## src/rtl/core/assert_macros.svh

```systemverilog
// assertion macros for the rtl file that checks itself
`ifndef ASSERT_MACROS_SVH
`define ASSERT_MACROS_SVH

// check held at every clock edge outside reset
`define GPRD_ASSERT(lbl, prop) \
  lbl: assert property (@(posedge clk) disable iff (rst) (prop)) \
    else $error("gamepad report decoder check failed");

// check held at every clock edge, reset included
`define GPRD_ASSERT_ALWAYS(lbl, prop) \
  lbl: assert property (@(posedge clk) (prop)) \
    else $error("gamepad report decoder check failed");

`endif

```

## src/rtl/core/gprd_pkg.sv

```systemverilog
// shared constants and types of the gamepad report decoder
`default_nettype none

package gprd_pkg;

  // report framing
  localparam int REPORT_MAX_BYTES_DEF = 512;
  localparam int HEAD_DEPTH           = 14;
  localparam int ENTRY_BYTES          = HEAD_DEPTH - 1;
  localparam int DIRECT_LEN           = 20;
  localparam int FALLBACK_MIN_LEN     = 9;
  localparam logic [7:0] DIRECT_TAG   = 8'd20;

  // device kinds
  localparam logic [1:0] KIND_UNKNOWN    = 2'd0;
  localparam logic [1:0] KIND_DIRECT     = 2'd1;
  localparam logic [1:0] KIND_COLLECTION = 2'd2;

  // ring capacity limits
  localparam logic [18:0] CAP_MIN   = 19'd1024;
  localparam logic [18:0] CAP_MAX   = 19'd262144;
  localparam logic [18:0] CAP_RESET = CAP_MIN;

  // configuration port
  localparam int PADDR_W = 3;
  localparam logic REG_DEVICE_KIND   = 1'b0;
  localparam logic REG_RING_CAPACITY = 1'b1;

  // queue between front and back
  localparam int QUEUE_DEPTH = 2;
  localparam int QCW         = $clog2(QUEUE_DEPTH + 1);

  typedef enum logic [1:0] {
    CLS_NONE     = 2'd0,
    CLS_DIRECT   = 2'd1,
    CLS_FALLBACK = 2'd2
  } cls_t;

  // one finished report: its layout and bytes 1 to 13
  typedef struct packed {
    cls_t                         cls;
    logic [ENTRY_BYTES-1:0][7:0]  hb;
  } entry_t;

  typedef struct packed {
    logic           full;
    logic           nonempty;
    logic [QCW-1:0] count;
  } qstat_t;

endpackage

`default_nettype wire

```

## src/rtl/core/gprd_if.sv

```systemverilog
// stream interfaces for report bytes in and decoded samples out
`default_nettype none

interface gprd_in_if;
  logic       valid;
  logic       ready;
  logic [7:0] report_byte;
  logic       last_byte;

  modport source (output valid, report_byte, last_byte, input ready);
  modport sink   (input valid, report_byte, last_byte, output ready);
endinterface

interface gprd_out_if;
  logic               valid;
  logic               ready;
  logic signed [16:0] left_stick_x;
  logic signed [16:0] left_stick_y;
  logic signed [16:0] right_stick_x;
  logic signed [16:0] right_stick_y;
  logic [15:0]        left_pull;
  logic [15:0]        right_pull;
  logic [15:0]        button_bits;
  logic               sample_valid;
  logic [31:0]        report_number;
  logic [31:0]        parsed_total;
  logic [17:0]        slot_index;

  modport source (output valid, left_stick_x, left_stick_y, right_stick_x, right_stick_y,
                  left_pull, right_pull, button_bits, sample_valid, report_number,
                  parsed_total, slot_index, input ready);
  modport sink   (input valid, left_stick_x, left_stick_y, right_stick_x, right_stick_y,
                  left_pull, right_pull, button_bits, sample_valid, report_number,
                  parsed_total, slot_index, output ready);
endinterface

`default_nettype wire

```

## src/rtl/core/gamepad_report_decoder_core.sv

```systemverilog
// gamepad report decoder: top level with configuration registers
// Report bytes enter on in_ch one per request, byte 0 first, last_byte set on
// the final byte. Each report yields one sample request on out_ch: sticks and
// triggers in q1.15, buttons, a parsed flag, the report and parse counts and
// the ring slot. Bytes past REPORT_MAX_BYTES are dropped but still end a report.
// Throughput: one byte per cycle while in_ch.ready is high, including back-to-back reports.
// The finished report is written into the report queue, then popped into the
// output register, where the sample goes valid for the receiver to take.
// The front part counts and classifies bytes; a two-entry report queue sits
// before the conversion stage and its output register, so a stalled receiver
// only holds in_ch once two finished reports wait in the queue.
// Configuration over the APB port: device_kind at byte address 0,
// ring_capacity at byte address 4; pready is always high, reads return the
// register value. Write them only while no report is in flight.
// Synchronous reset clears the byte count, held sample, counters, queue and
// output valid; device_kind returns to unknown and ring_capacity to 1024.
`default_nettype none
`include "assert_macros.svh"

module gamepad_report_decoder_core #(
  parameter int REPORT_MAX_BYTES = gprd_pkg::REPORT_MAX_BYTES_DEF
) (
  input  logic                         clk,
  input  logic                         rst,
  gprd_in_if.sink                      in_ch,
  gprd_out_if.source                   out_ch,
  input  logic                         psel,
  input  logic                         penable,
  input  logic                         pwrite,
  input  logic [gprd_pkg::PADDR_W-1:0] paddr,
  input  logic [31:0]                  pwdata,
  output logic [31:0]                  prdata,
  output logic                         pready
);
  import gprd_pkg::*;

  logic [1:0]  device_kind;
  logic [18:0] ring_capacity;
  logic        cfg_write;
  logic        q_push;
  logic        q_pop;
  entry_t      q_wr_entry;
  entry_t      q_rd_entry;
  qstat_t      qstat;

  // configuration registers
  assign pready    = 1'b1;
  assign cfg_write = psel && penable && pwrite && pready;

  always_ff @(posedge clk) begin
    if (rst) begin
      device_kind   <= KIND_UNKNOWN;
      ring_capacity <= CAP_RESET;
    end else if (cfg_write) begin
      unique case (paddr[2])
        REG_DEVICE_KIND:   device_kind   <= pwdata[1:0];
        REG_RING_CAPACITY: ring_capacity <= pwdata[18:0];
        default:           device_kind   <= device_kind;
      endcase
    end
  end

  // register readback
  always_comb begin
    unique case (paddr[2])
      REG_DEVICE_KIND:   prdata = {30'b0, device_kind};
      REG_RING_CAPACITY: prdata = {13'b0, ring_capacity};
      default:           prdata = '0;
    endcase
  end

  gprd_front #(
    .REPORT_MAX_BYTES (REPORT_MAX_BYTES)
  ) u_front (
    .clk         (clk),
    .rst         (rst),
    .in_ch       (in_ch),
    .device_kind (device_kind),
    .qstat       (qstat),
    .push        (q_push),
    .entry       (q_wr_entry)
  );

  gprd_queue u_queue (
    .clk      (clk),
    .rst      (rst),
    .push     (q_push),
    .wr_entry (q_wr_entry),
    .pop      (q_pop),
    .rd_entry (q_rd_entry),
    .qstat    (qstat)
  );

  gprd_back u_back (
    .clk           (clk),
    .rst           (rst),
    .entry         (q_rd_entry),
    .qstat         (qstat),
    .pop           (q_pop),
    .ring_capacity (ring_capacity),
    .out_ch        (out_ch)
  );

  // checks
  `GPRD_ASSERT(a_no_push_when_full, !(q_push && qstat.full))
  `GPRD_ASSERT(a_no_pop_when_empty, !(q_pop && !qstat.nonempty))
  `GPRD_ASSERT(a_queue_level, qstat.count <= QCW'(QUEUE_DEPTH))
  `GPRD_ASSERT(a_idle_latency, (q_push && !qstat.nonempty && !out_ch.valid) |=> ##1 out_ch.valid)

endmodule

`default_nettype wire

```

## src/rtl/core/gprd_front.sv

```systemverilog
// front end: byte collection, length count and layout classification
`default_nettype none

module gprd_front #(
  parameter int REPORT_MAX_BYTES = gprd_pkg::REPORT_MAX_BYTES_DEF
) (
  input  logic             clk,
  input  logic             rst,
  gprd_in_if.sink          in_ch,
  input  logic [1:0]       device_kind,
  input  gprd_pkg::qstat_t qstat,
  output logic             push,
  output gprd_pkg::entry_t entry
);
  import gprd_pkg::*;

  localparam int CW  = $clog2(REPORT_MAX_BYTES + 1);
  localparam int HIW = $clog2(HEAD_DEPTH);

  logic [CW-1:0]               byte_count;
  logic [CW-1:0]               length;
  logic [7:0]                  head [HEAD_DEPTH];
  logic [ENTRY_BYTES-1:0][7:0] view;
  logic                        accept;
  logic                        is_direct;
  logic                        is_fallback;

  // a request is taken whenever the queue has room
  assign in_ch.ready = !qstat.full;
  assign accept      = in_ch.valid && in_ch.ready;
  assign push        = accept && in_ch.last_byte;

  // length including this byte, saturating at the maximum
  assign length = (byte_count < CW'(REPORT_MAX_BYTES)) ? byte_count + CW'(1) : byte_count;

  // bytes 1..13 with the current byte merged in
  always_comb begin
    for (int i = 0; i < ENTRY_BYTES; i++) begin
      view[i] = (byte_count == CW'(i + 1)) ? in_ch.report_byte : head[i + 1];
    end
  end

  // layout decision
  assign is_direct   = (device_kind == KIND_DIRECT) && (length == CW'(DIRECT_LEN)) &&
                       (view[0] == DIRECT_TAG);
  assign is_fallback = (length >= CW'(FALLBACK_MIN_LEN)) &&
                       ((device_kind == KIND_DIRECT) || (device_kind == KIND_COLLECTION));

  always_comb begin
    entry.hb = view;
    priority if (is_direct) begin
      entry.cls = CLS_DIRECT;
    end else if (is_fallback) begin
      entry.cls = CLS_FALLBACK;
    end else begin
      entry.cls = CLS_NONE;
    end
  end

  // byte counter
  always_ff @(posedge clk) begin
    if (rst) begin
      byte_count <= '0;
    end else if (accept) begin
      byte_count <= in_ch.last_byte ? '0 : length;
    end
  end

  // head bytes of the current report
  always_ff @(posedge clk) begin
    if (accept && (byte_count < CW'(HEAD_DEPTH))) begin
      head[byte_count[HIW-1:0]] <= in_ch.report_byte;
    end
  end

endmodule

`default_nettype wire

```

## src/rtl/core/gprd_queue.sv

```systemverilog
// two-entry queue of classified reports between front and back
`default_nettype none

module gprd_queue (
  input  logic             clk,
  input  logic             rst,
  input  logic             push,
  input  gprd_pkg::entry_t wr_entry,
  input  logic             pop,
  output gprd_pkg::entry_t rd_entry,
  output gprd_pkg::qstat_t qstat
);
  import gprd_pkg::*;

  localparam int PW = (QUEUE_DEPTH > 1) ? $clog2(QUEUE_DEPTH) : 1;

  entry_t          slots [QUEUE_DEPTH];
  logic [PW-1:0]   wr_ptr;
  logic [PW-1:0]   rd_ptr;
  logic [QCW-1:0]  count;

  assign rd_entry       = slots[rd_ptr];
  assign qstat.count    = count;
  assign qstat.full     = (count == QCW'(QUEUE_DEPTH));
  assign qstat.nonempty = (count != '0);

  // pointers and fill level
  always_ff @(posedge clk) begin
    if (rst) begin
      wr_ptr <= '0;
      rd_ptr <= '0;
      count  <= '0;
    end else begin
      if (push) begin
        wr_ptr <= (wr_ptr == PW'(QUEUE_DEPTH - 1)) ? '0 : wr_ptr + PW'(1);
      end
      if (pop) begin
        rd_ptr <= (rd_ptr == PW'(QUEUE_DEPTH - 1)) ? '0 : rd_ptr + PW'(1);
      end
      unique case ({push, pop})
        2'b10:   count <= count + QCW'(1);
        2'b01:   count <= count - QCW'(1);
        default: count <= count;
      endcase
    end
  end

  // entry storage
  always_ff @(posedge clk) begin
    if (push) begin
      slots[wr_ptr] <= wr_entry;
    end
  end

endmodule

`default_nettype wire

```

## src/rtl/core/gprd_back.sv

```systemverilog
// back end: value conversion, held sample, counters and output register
`default_nettype none

module gprd_back (
  input  logic             clk,
  input  logic             rst,
  input  gprd_pkg::entry_t entry,
  input  gprd_pkg::qstat_t qstat,
  output logic             pop,
  input  logic [18:0]      ring_capacity,
  gprd_out_if.source       out_ch
);
  import gprd_pkg::*;

  // signed 16-bit stick to q1.15, positive side scaled by 32768/32767
  function automatic logic signed [16:0] conv_signed(input logic [15:0] raw);
    logic signed [16:0] r;
    if (raw[15]) begin
      r = {1'b1, raw};
    end else begin
      r = {2'b00, raw[14:0]} + {16'b0, raw[14]};
    end
    return r;
  endfunction

  // unsigned 16-bit axis to q1.15, scaled by 65536/65535, centered and optionally negated
  function automatic logic signed [16:0] conv_unsigned(input logic [15:0] raw,
                                                       input logic inv);
    logic [16:0] v;
    v = {1'b0, raw} + {16'b0, raw[15]} - 17'd32768;
    return inv ? -v : v;
  endfunction

  // trigger byte times 32768/255, rounded; x/255 done as (x + x>>8 + 1)>>8
  function automatic logic [15:0] conv_trigger(input logic [7:0] b);
    logic [14:0] x;
    logic [15:0] s;
    logic [7:0]  q;
    x = {b, 7'h7f};
    s = {1'b0, x} + {9'b0, x[14:8]} + 16'd1;
    q = s[15:8];
    return {1'b0, b, 7'b0} + {8'b0, q};
  endfunction

  logic signed [16:0] held_axes [4];
  logic signed [16:0] axes_next [4];
  logic [15:0]        held_trig [2];
  logic [15:0]        trig_next [2];
  logic [15:0]        held_buttons;
  logic [15:0]        buttons_next;
  logic [31:0]        report_counter;
  logic [31:0]        parsed_counter;
  logic [17:0]        slot_pointer;
  logic [18:0]        cap;
  logic [17:0]        slot;
  logic [18:0]        slot_inc;
  logic [17:0]        slot_next;
  logic               ok;

  // take the next report when the output register is free or being drained
  assign pop = qstat.nonempty && (!out_ch.valid || out_ch.ready);
  assign ok  = (entry.cls == CLS_DIRECT) || (entry.cls == CLS_FALLBACK);

  // decoded values, or the held ones when the report did not parse
  always_comb begin
    for (int k = 0; k < 4; k++) begin
      axes_next[k] = held_axes[k];
    end
    trig_next[0] = held_trig[0];
    trig_next[1] = held_trig[1];
    buttons_next = held_buttons;
    unique case (entry.cls)
      CLS_DIRECT: begin
        buttons_next = {entry.hb[2], entry.hb[1]};
        trig_next[0] = conv_trigger(entry.hb[3]);
        trig_next[1] = conv_trigger(entry.hb[4]);
        for (int k = 0; k < 4; k++) begin
          axes_next[k] = conv_signed({entry.hb[6 + 2 * k], entry.hb[5 + 2 * k]});
        end
      end
      CLS_FALLBACK: begin
        buttons_next = '0;
        trig_next[0] = '0;
        trig_next[1] = '0;
        for (int k = 0; k < 4; k++) begin
          axes_next[k] = conv_unsigned({entry.hb[2 * k + 1], entry.hb[2 * k]}, k[0]);
        end
      end
      default: begin
      end
    endcase
  end

  // ring slot with clamped capacity
  always_comb begin
    if (ring_capacity < CAP_MIN) begin
      cap = CAP_MIN;
    end else if (ring_capacity > CAP_MAX) begin
      cap = CAP_MAX;
    end else begin
      cap = ring_capacity;
    end
    slot      = ({1'b0, slot_pointer} >= cap) ? '0 : slot_pointer;
    slot_inc  = {1'b0, slot} + 19'd1;
    slot_next = (slot_inc >= cap) ? '0 : slot_inc[17:0];
  end

  // held sample and counters
  always_ff @(posedge clk) begin
    if (rst) begin
      for (int k = 0; k < 4; k++) begin
        held_axes[k] <= '0;
      end
      held_trig[0]   <= '0;
      held_trig[1]   <= '0;
      held_buttons   <= '0;
      report_counter <= '0;
      parsed_counter <= '0;
      slot_pointer   <= '0;
    end else if (pop) begin
      for (int k = 0; k < 4; k++) begin
        held_axes[k] <= axes_next[k];
      end
      held_trig[0]   <= trig_next[0];
      held_trig[1]   <= trig_next[1];
      held_buttons   <= buttons_next;
      report_counter <= report_counter + 32'd1;
      parsed_counter <= parsed_counter + {31'b0, ok};
      slot_pointer   <= slot_next;
    end
  end

  // output valid
  always_ff @(posedge clk) begin
    if (rst) begin
      out_ch.valid <= 1'b0;
    end else if (pop) begin
      out_ch.valid <= 1'b1;
    end else if (out_ch.ready) begin
      out_ch.valid <= 1'b0;
    end
  end

  // output payload
  always_ff @(posedge clk) begin
    if (pop) begin
      out_ch.left_stick_x  <= axes_next[0];
      out_ch.left_stick_y  <= axes_next[1];
      out_ch.right_stick_x <= axes_next[2];
      out_ch.right_stick_y <= axes_next[3];
      out_ch.left_pull     <= trig_next[0];
      out_ch.right_pull    <= trig_next[1];
      out_ch.button_bits   <= buttons_next;
      out_ch.sample_valid  <= ok;
      out_ch.report_number <= report_counter + 32'd1;
      out_ch.parsed_total  <= parsed_counter + {31'b0, ok};
      out_ch.slot_index    <= slot;
    end
  end

endmodule

`default_nettype wire

```

## src/flat_wrapper.sv

```systemverilog
// flat-port wrapper written by rule: the top's interface ports become plain ports
module gamepad_report_decoder_core_flat import gprd_pkg::*;
#(
  parameter int REPORT_MAX_BYTES = gprd_pkg::REPORT_MAX_BYTES_DEF
)
  (clk, rst, psel, penable, pwrite, paddr, pwdata, prdata, pready, in_ch_valid, in_ch_report_byte, in_ch_last_byte, in_ch_ready, out_ch_valid, out_ch_left_stick_x, out_ch_left_stick_y, out_ch_right_stick_x, out_ch_right_stick_y, out_ch_left_pull, out_ch_right_pull, out_ch_button_bits, out_ch_sample_valid, out_ch_report_number, out_ch_parsed_total, out_ch_slot_index, out_ch_ready);
  gprd_in_if in_ch_i ();
  gprd_out_if out_ch_i ();
  input  logic clk;
  input  logic rst;
  input  logic psel;
  input  logic penable;
  input  logic pwrite;
  input  logic [gprd_pkg::PADDR_W-1:0] paddr;
  input  logic [31:0] pwdata;
  output logic [31:0] prdata;
  output logic pready;
  input wire logic [$bits(in_ch_i.valid)-1:0] in_ch_valid;
  input wire logic [$bits(in_ch_i.report_byte)-1:0] in_ch_report_byte;
  input wire logic [$bits(in_ch_i.last_byte)-1:0] in_ch_last_byte;
  output wire logic [$bits(in_ch_i.ready)-1:0] in_ch_ready;
  output wire logic [$bits(out_ch_i.valid)-1:0] out_ch_valid;
  output wire logic [$bits(out_ch_i.left_stick_x)-1:0] out_ch_left_stick_x;
  output wire logic [$bits(out_ch_i.left_stick_y)-1:0] out_ch_left_stick_y;
  output wire logic [$bits(out_ch_i.right_stick_x)-1:0] out_ch_right_stick_x;
  output wire logic [$bits(out_ch_i.right_stick_y)-1:0] out_ch_right_stick_y;
  output wire logic [$bits(out_ch_i.left_pull)-1:0] out_ch_left_pull;
  output wire logic [$bits(out_ch_i.right_pull)-1:0] out_ch_right_pull;
  output wire logic [$bits(out_ch_i.button_bits)-1:0] out_ch_button_bits;
  output wire logic [$bits(out_ch_i.sample_valid)-1:0] out_ch_sample_valid;
  output wire logic [$bits(out_ch_i.report_number)-1:0] out_ch_report_number;
  output wire logic [$bits(out_ch_i.parsed_total)-1:0] out_ch_parsed_total;
  output wire logic [$bits(out_ch_i.slot_index)-1:0] out_ch_slot_index;
  input wire logic [$bits(out_ch_i.ready)-1:0] out_ch_ready;
  assign in_ch_i.valid = in_ch_valid;
  assign in_ch_i.report_byte = in_ch_report_byte;
  assign in_ch_i.last_byte = in_ch_last_byte;
  assign in_ch_ready = in_ch_i.ready;
  assign out_ch_valid = out_ch_i.valid;
  assign out_ch_left_stick_x = out_ch_i.left_stick_x;
  assign out_ch_left_stick_y = out_ch_i.left_stick_y;
  assign out_ch_right_stick_x = out_ch_i.right_stick_x;
  assign out_ch_right_stick_y = out_ch_i.right_stick_y;
  assign out_ch_left_pull = out_ch_i.left_pull;
  assign out_ch_right_pull = out_ch_i.right_pull;
  assign out_ch_button_bits = out_ch_i.button_bits;
  assign out_ch_sample_valid = out_ch_i.sample_valid;
  assign out_ch_report_number = out_ch_i.report_number;
  assign out_ch_parsed_total = out_ch_i.parsed_total;
  assign out_ch_slot_index = out_ch_i.slot_index;
  assign out_ch_i.ready = out_ch_ready;
  gamepad_report_decoder_core #(.REPORT_MAX_BYTES(REPORT_MAX_BYTES)) u_core (.clk(clk), .rst(rst), .in_ch(in_ch_i), .out_ch(out_ch_i), .psel(psel), .penable(penable), .pwrite(pwrite), .paddr(paddr), .pwdata(pwdata), .prdata(prdata), .pready(pready));
endmodule
```

## config.mk

```make
export PLATFORM = sky130hd
export DESIGN_NAME = gamepad_report_decoder_core_flat
export DESIGN_NICKNAME = d
export VERILOG_FILES = /design/src/rtl/core/gprd_pkg.sv /design/src/rtl/core/gprd_if.sv /design/src/rtl/core/gamepad_report_decoder_core.sv /design/src/rtl/core/gprd_front.sv /design/src/rtl/core/gprd_queue.sv /design/src/rtl/core/gprd_back.sv /design/src/flat_wrapper.sv
export VERILOG_INCLUDE_DIRS = /design/src /design/src/rtl/core
export SDC_FILE = /design/constraint.sdc
export NUM_CORES = 1
export LEC_CHECK = 0
export ABC_AREA = 0
export BUFFER_PORTS_ARGS = -buffer_cell sky130_fd_sc_hd__buf_2
export CAP_MARGIN = 0
export CORE_ASPECT_RATIO = 2
export CORE_UTILIZATION = 46
export CTS_CLUSTER_SIZE = 30
export DETAILED_ROUTE_END_ITERATION = 6
export PLACE_DENSITY_LB_ADDON = 0.15
export SKIP_CTS_REPAIR_TIMING = 1
export SYNTH_ARGS = -nofsm -noshare
export SYNTH_HDL_FRONTEND = slang
export SYNTH_HIERARCHICAL = 1
export SYNTH_SLANG_ARGS = --single-unit
```

## constraint.sdc

```tcl
create_clock -name clk -period 8 [get_ports clk]
set_input_delay 0.4 -clock clk [delete_from_list [all_inputs] [get_ports clk]]
set_output_delay 0.4 -clock clk [all_outputs]
set_load 0.01 [all_outputs]
```

==> results.cfg <==
[outcome]
status = finished clean

[global_routing]
grt_busiest_layer = met2
grt_max_degree = 86
use_met2_pct = 47.6
grt-ovfl-total = 0
globalRouteMet3Util_pct = 4.24
grt_pass1_vias = 23900
use_met1_pct = 25.7
grt_first_pass_wirelength_um = 147000
antenna_found_initial = 1
grtUsageTotal_pct = 25.3

[routing]
firstDrtPassIters = 6
wirelength_um = 99100
drc = 0
post_drt_wl_per_cell_um = 23.4
viasPerCell = 5.54
initialDrtViolationCount = 1341
num_vias = 23500
ant_nets = 0

[logic_synthesis]
synth-edff-count = 615
synth_seq_cells = 750
synthCells = 2929
synth_top_area_cell = edfxtp_1
synth_ff_type = edfxtp_1
avgSynthCellArea_um2 = 12.3
netlist_area_mm2 = 0.0360
synth.distinct_cells = 85
netlist_top_cells_count = edfxtp_1 (615), nand2_1 (260), nor2_1 (194)
yosysSeqAreaShare_pct = 58.8
yosysWarnings = 6
synth_top_area_share_pct = 51.3
yosysMostFrequentCell = edfxtp_1
synth.area.top_cells = edfxtp_1 (51%), dfxtp_1 (7.5%), mux2_2 (4.3%), ha_1 (4.1%), xnor2_1 (3.7%)
async_reset_ff_share_pct = 0

[worst_hold_path]
hp-class = input pin to register

[power]
power_density_mw_per_mm2 = 320
p_leak_uw = 0.0151
totalPowerFinal_uw = 13000
peakVddDrop_mv = 0.192

[sta]
fin_setup_tns_ns = 0
fin_ws_ns = 0.752
fin_skew_ns = 0.0170
finalHoldViolCount = 0
rsz0062_at_grt = no
max_freq_mhz = 138
slew_violations = 0
fin_crit_ns = 7.25
setup_viol = 0
hold_slack_ns = 0.0164
finalCritPeriodShare_pct = 90.6
slew_headroom_pct = 28.6
tightest_slew_ns = 1.07

[clocking]
clk_latency_ns = 0.64
cts_made_buffers = 70
clock-sinks = 750
h-tree-depth = 3
clockBufferDepth = 3
cts_tree = done
cts_root_buf = clkbuf_16
clk_pin_slew_worst_paths_ns = 0.07

[placed_design]
gp_congestion = 0.934
post-dp-hpwl_um = 72600
portBuffers = 255
place_ws_ns = 0.900

[floorplan]
core_mm2 = 0.0773
start_util_pct = 46.6
die_w_um = 200
dieArea_mm2 = 0.0795
die_h_um = 398
num_rows = 144
io_pins = 285

[layout]
diodes = 0
drive_above_1_share_pct = 19.5
final_nets = 3324
syn_to_final_growth_pct = 12.9
final.fill_count = 6581

[critical_path]
cp-end-kind = register
crit_required_ns = 8.54
worstPathArrival_ns = 7.79
path_class = register to register
cp-start-kind = register
crit_fanout = 14

[run]
maxCapViolations = 0
worst paths after layout:
check / from / to / slack, ns / cells after the start
setup / recovery: u_core/ring_capacity[16]$_SDFFE_PP0P_ / u_core/u_back/slot_pointer[6]$_SDFFE_PP0P_ / 0.75 / 26
hold / removal: pwdata[4] / u_core/ring_capacity[4]$_SDFFE_PP0P_ / 0.02 / 3
setup reg to reg: u_core/ring_capacity[16]$_SDFFE_PP0P_ / u_core/u_back/slot_pointer[6]$_SDFFE_PP0P_ / 0.75 / 26
hold reg to reg: u_core/u_back/held_buttons[1]$_SDFFE_PP0P_ / u_core/u_back/held_buttons[1]$_SDFFE_PP0P_ / 0.45 / 2
per-stage QoR:
| step | instances | util, % | instance area, µm² |
|---|---|---|---|
| 2_1_floorplan | 2941 | - | 36100 |
| 3_3_place_gp | 4102 | 49.4 | 38200 |
| 3_5_place_dp | 4102 | 49.4 | 38200 |
| 4_1_cts | 4232 | 52.5 | 40600 |
| 5_1_grt | 4235 | 52.6 | 40600 |
| 6_report | 4235 | 52.6 | 40600 |
power breakdown:
| group | leakage [µW] | switching (µW) | internal (µW) |
|---|---|---|---|
| clock network | 0.00116 | 1510 | 1980 |
| registers | 0.00697 | 289 | 5350 |
| logic | 0.00700 | 2670 | 1220 |
| total | 0.0151 | 4470 | 8550 |
layout by cell type, fill, tap and decap left out, types with 12 or more instances in the layout:
| cell type | n |
|---|---|
| clkbuf_1 | 12 |
| nand4_1 | 46 |
| a22oi_1 | 34 |
| conb_1 | 14 |
| nand2b_1 | 55 |
| nand2_1 | 258 |
| buf_4 | 36 |
| dfxtp_1 | 134 |
| inv_1 | 81 |
| and3_1 | 34 |
| o21ai_0 | 113 |
| and2_1 | 132 |
| xnor2_1 | 151 |
| nand3_1 | 80 |
| mux2_4 | 40 |
| and4_1 | 15 |
| ha_1 | 116 |
| edfxtp_1 | 615 |
| nor3_1 | 34 |
| a211oi_1 | 15 |
| mux2i_1 | 29 |
| a21o_1 | 13 |
| buf_2 | 254 |
| nor2_1 | 191 |
| xor2_1 | 96 |
| mux2_2 | 136 |
| mux2_1 | 39 |
| nor4_1 | 19 |
| o221ai_1 | 18 |
| or3_1 | 17 |
| clkbuf_16 | 73 |
| a22o_1 | 14 |
| a21oi_1 | 87 |
kinds of logic after synthesis:
logic type,share of synthesized area (%)
flops,58.8
other cells,0.0209
fa+ha+maj,4.10
buf+inv,2.89
mux,7.95
compound gates,6.88
xor+xnor,6.01
simple gates,13.4
final cells by class:
cell class	count	area, µm²	share of cell area (%)
Multi-Input combinational cell	1956	13900	34.2
Sequential cell	750	21200	52.1
Timing Repair Buffer	293	1570	3.87
Clock inverter	35	397	0.976
Clock buffer	95	2010	4.94
Tap cell	1022	1280	3.15
Inverter	84	325	0.800
state kept, by name (all words and copies together), names as in the netlist, 18 cells and up, named ones only:
signal	cells
u_core/u_back/report_counter	32
u_core/u_back/parsed_counter	32
u_core/u_back/held_trig	32
u_core/u_back/out_ch.report_number	32
u_core/u_back/out_ch.parsed_total	32
u_core/u_back/out_ch.slot_index	18
u_core/u_queue/slots	212
u_core/u_back/slot_pointer	18
u_core/u_front/head	104
u_core/u_back/held_axes	68
u_core/ring_capacity	19
critical path: stages (launching register included):
cell and delay, ns:
dfxtp_1 0.36, nor4_1 0.34, nand2_1 0.17, o21ai_0 0.48, o21a_1 0.39, nand2_1 0.20, ha_1 0.24, a21o_1 0.16
a211oi_1 0.42, a31oi_1 0.18, o21a_1 0.23, nor2_1 0.33, ha_1 0.31, and3_1 0.22, and3_1 0.28, and4_1 0.31
nand2_1 0.08, or2_2 0.29, a21oi_1 0.19, ha_1 0.17, nand4_1 0.24, nor4_1 0.43, o2111ai_1 0.13, and3_1 0.19
a21bo_2 0.44, o31ai_1 0.11, a21bo_2 0.25
routing by layer:
metal / vias up / share of wire (%)
met5: - / 0
met4: 0 / 5.8
met2: 721 / 54
met3: 187 / 4.7
met1: 11500 / 35
li1: 11000 / -
(Power assumes the default switching activity.)
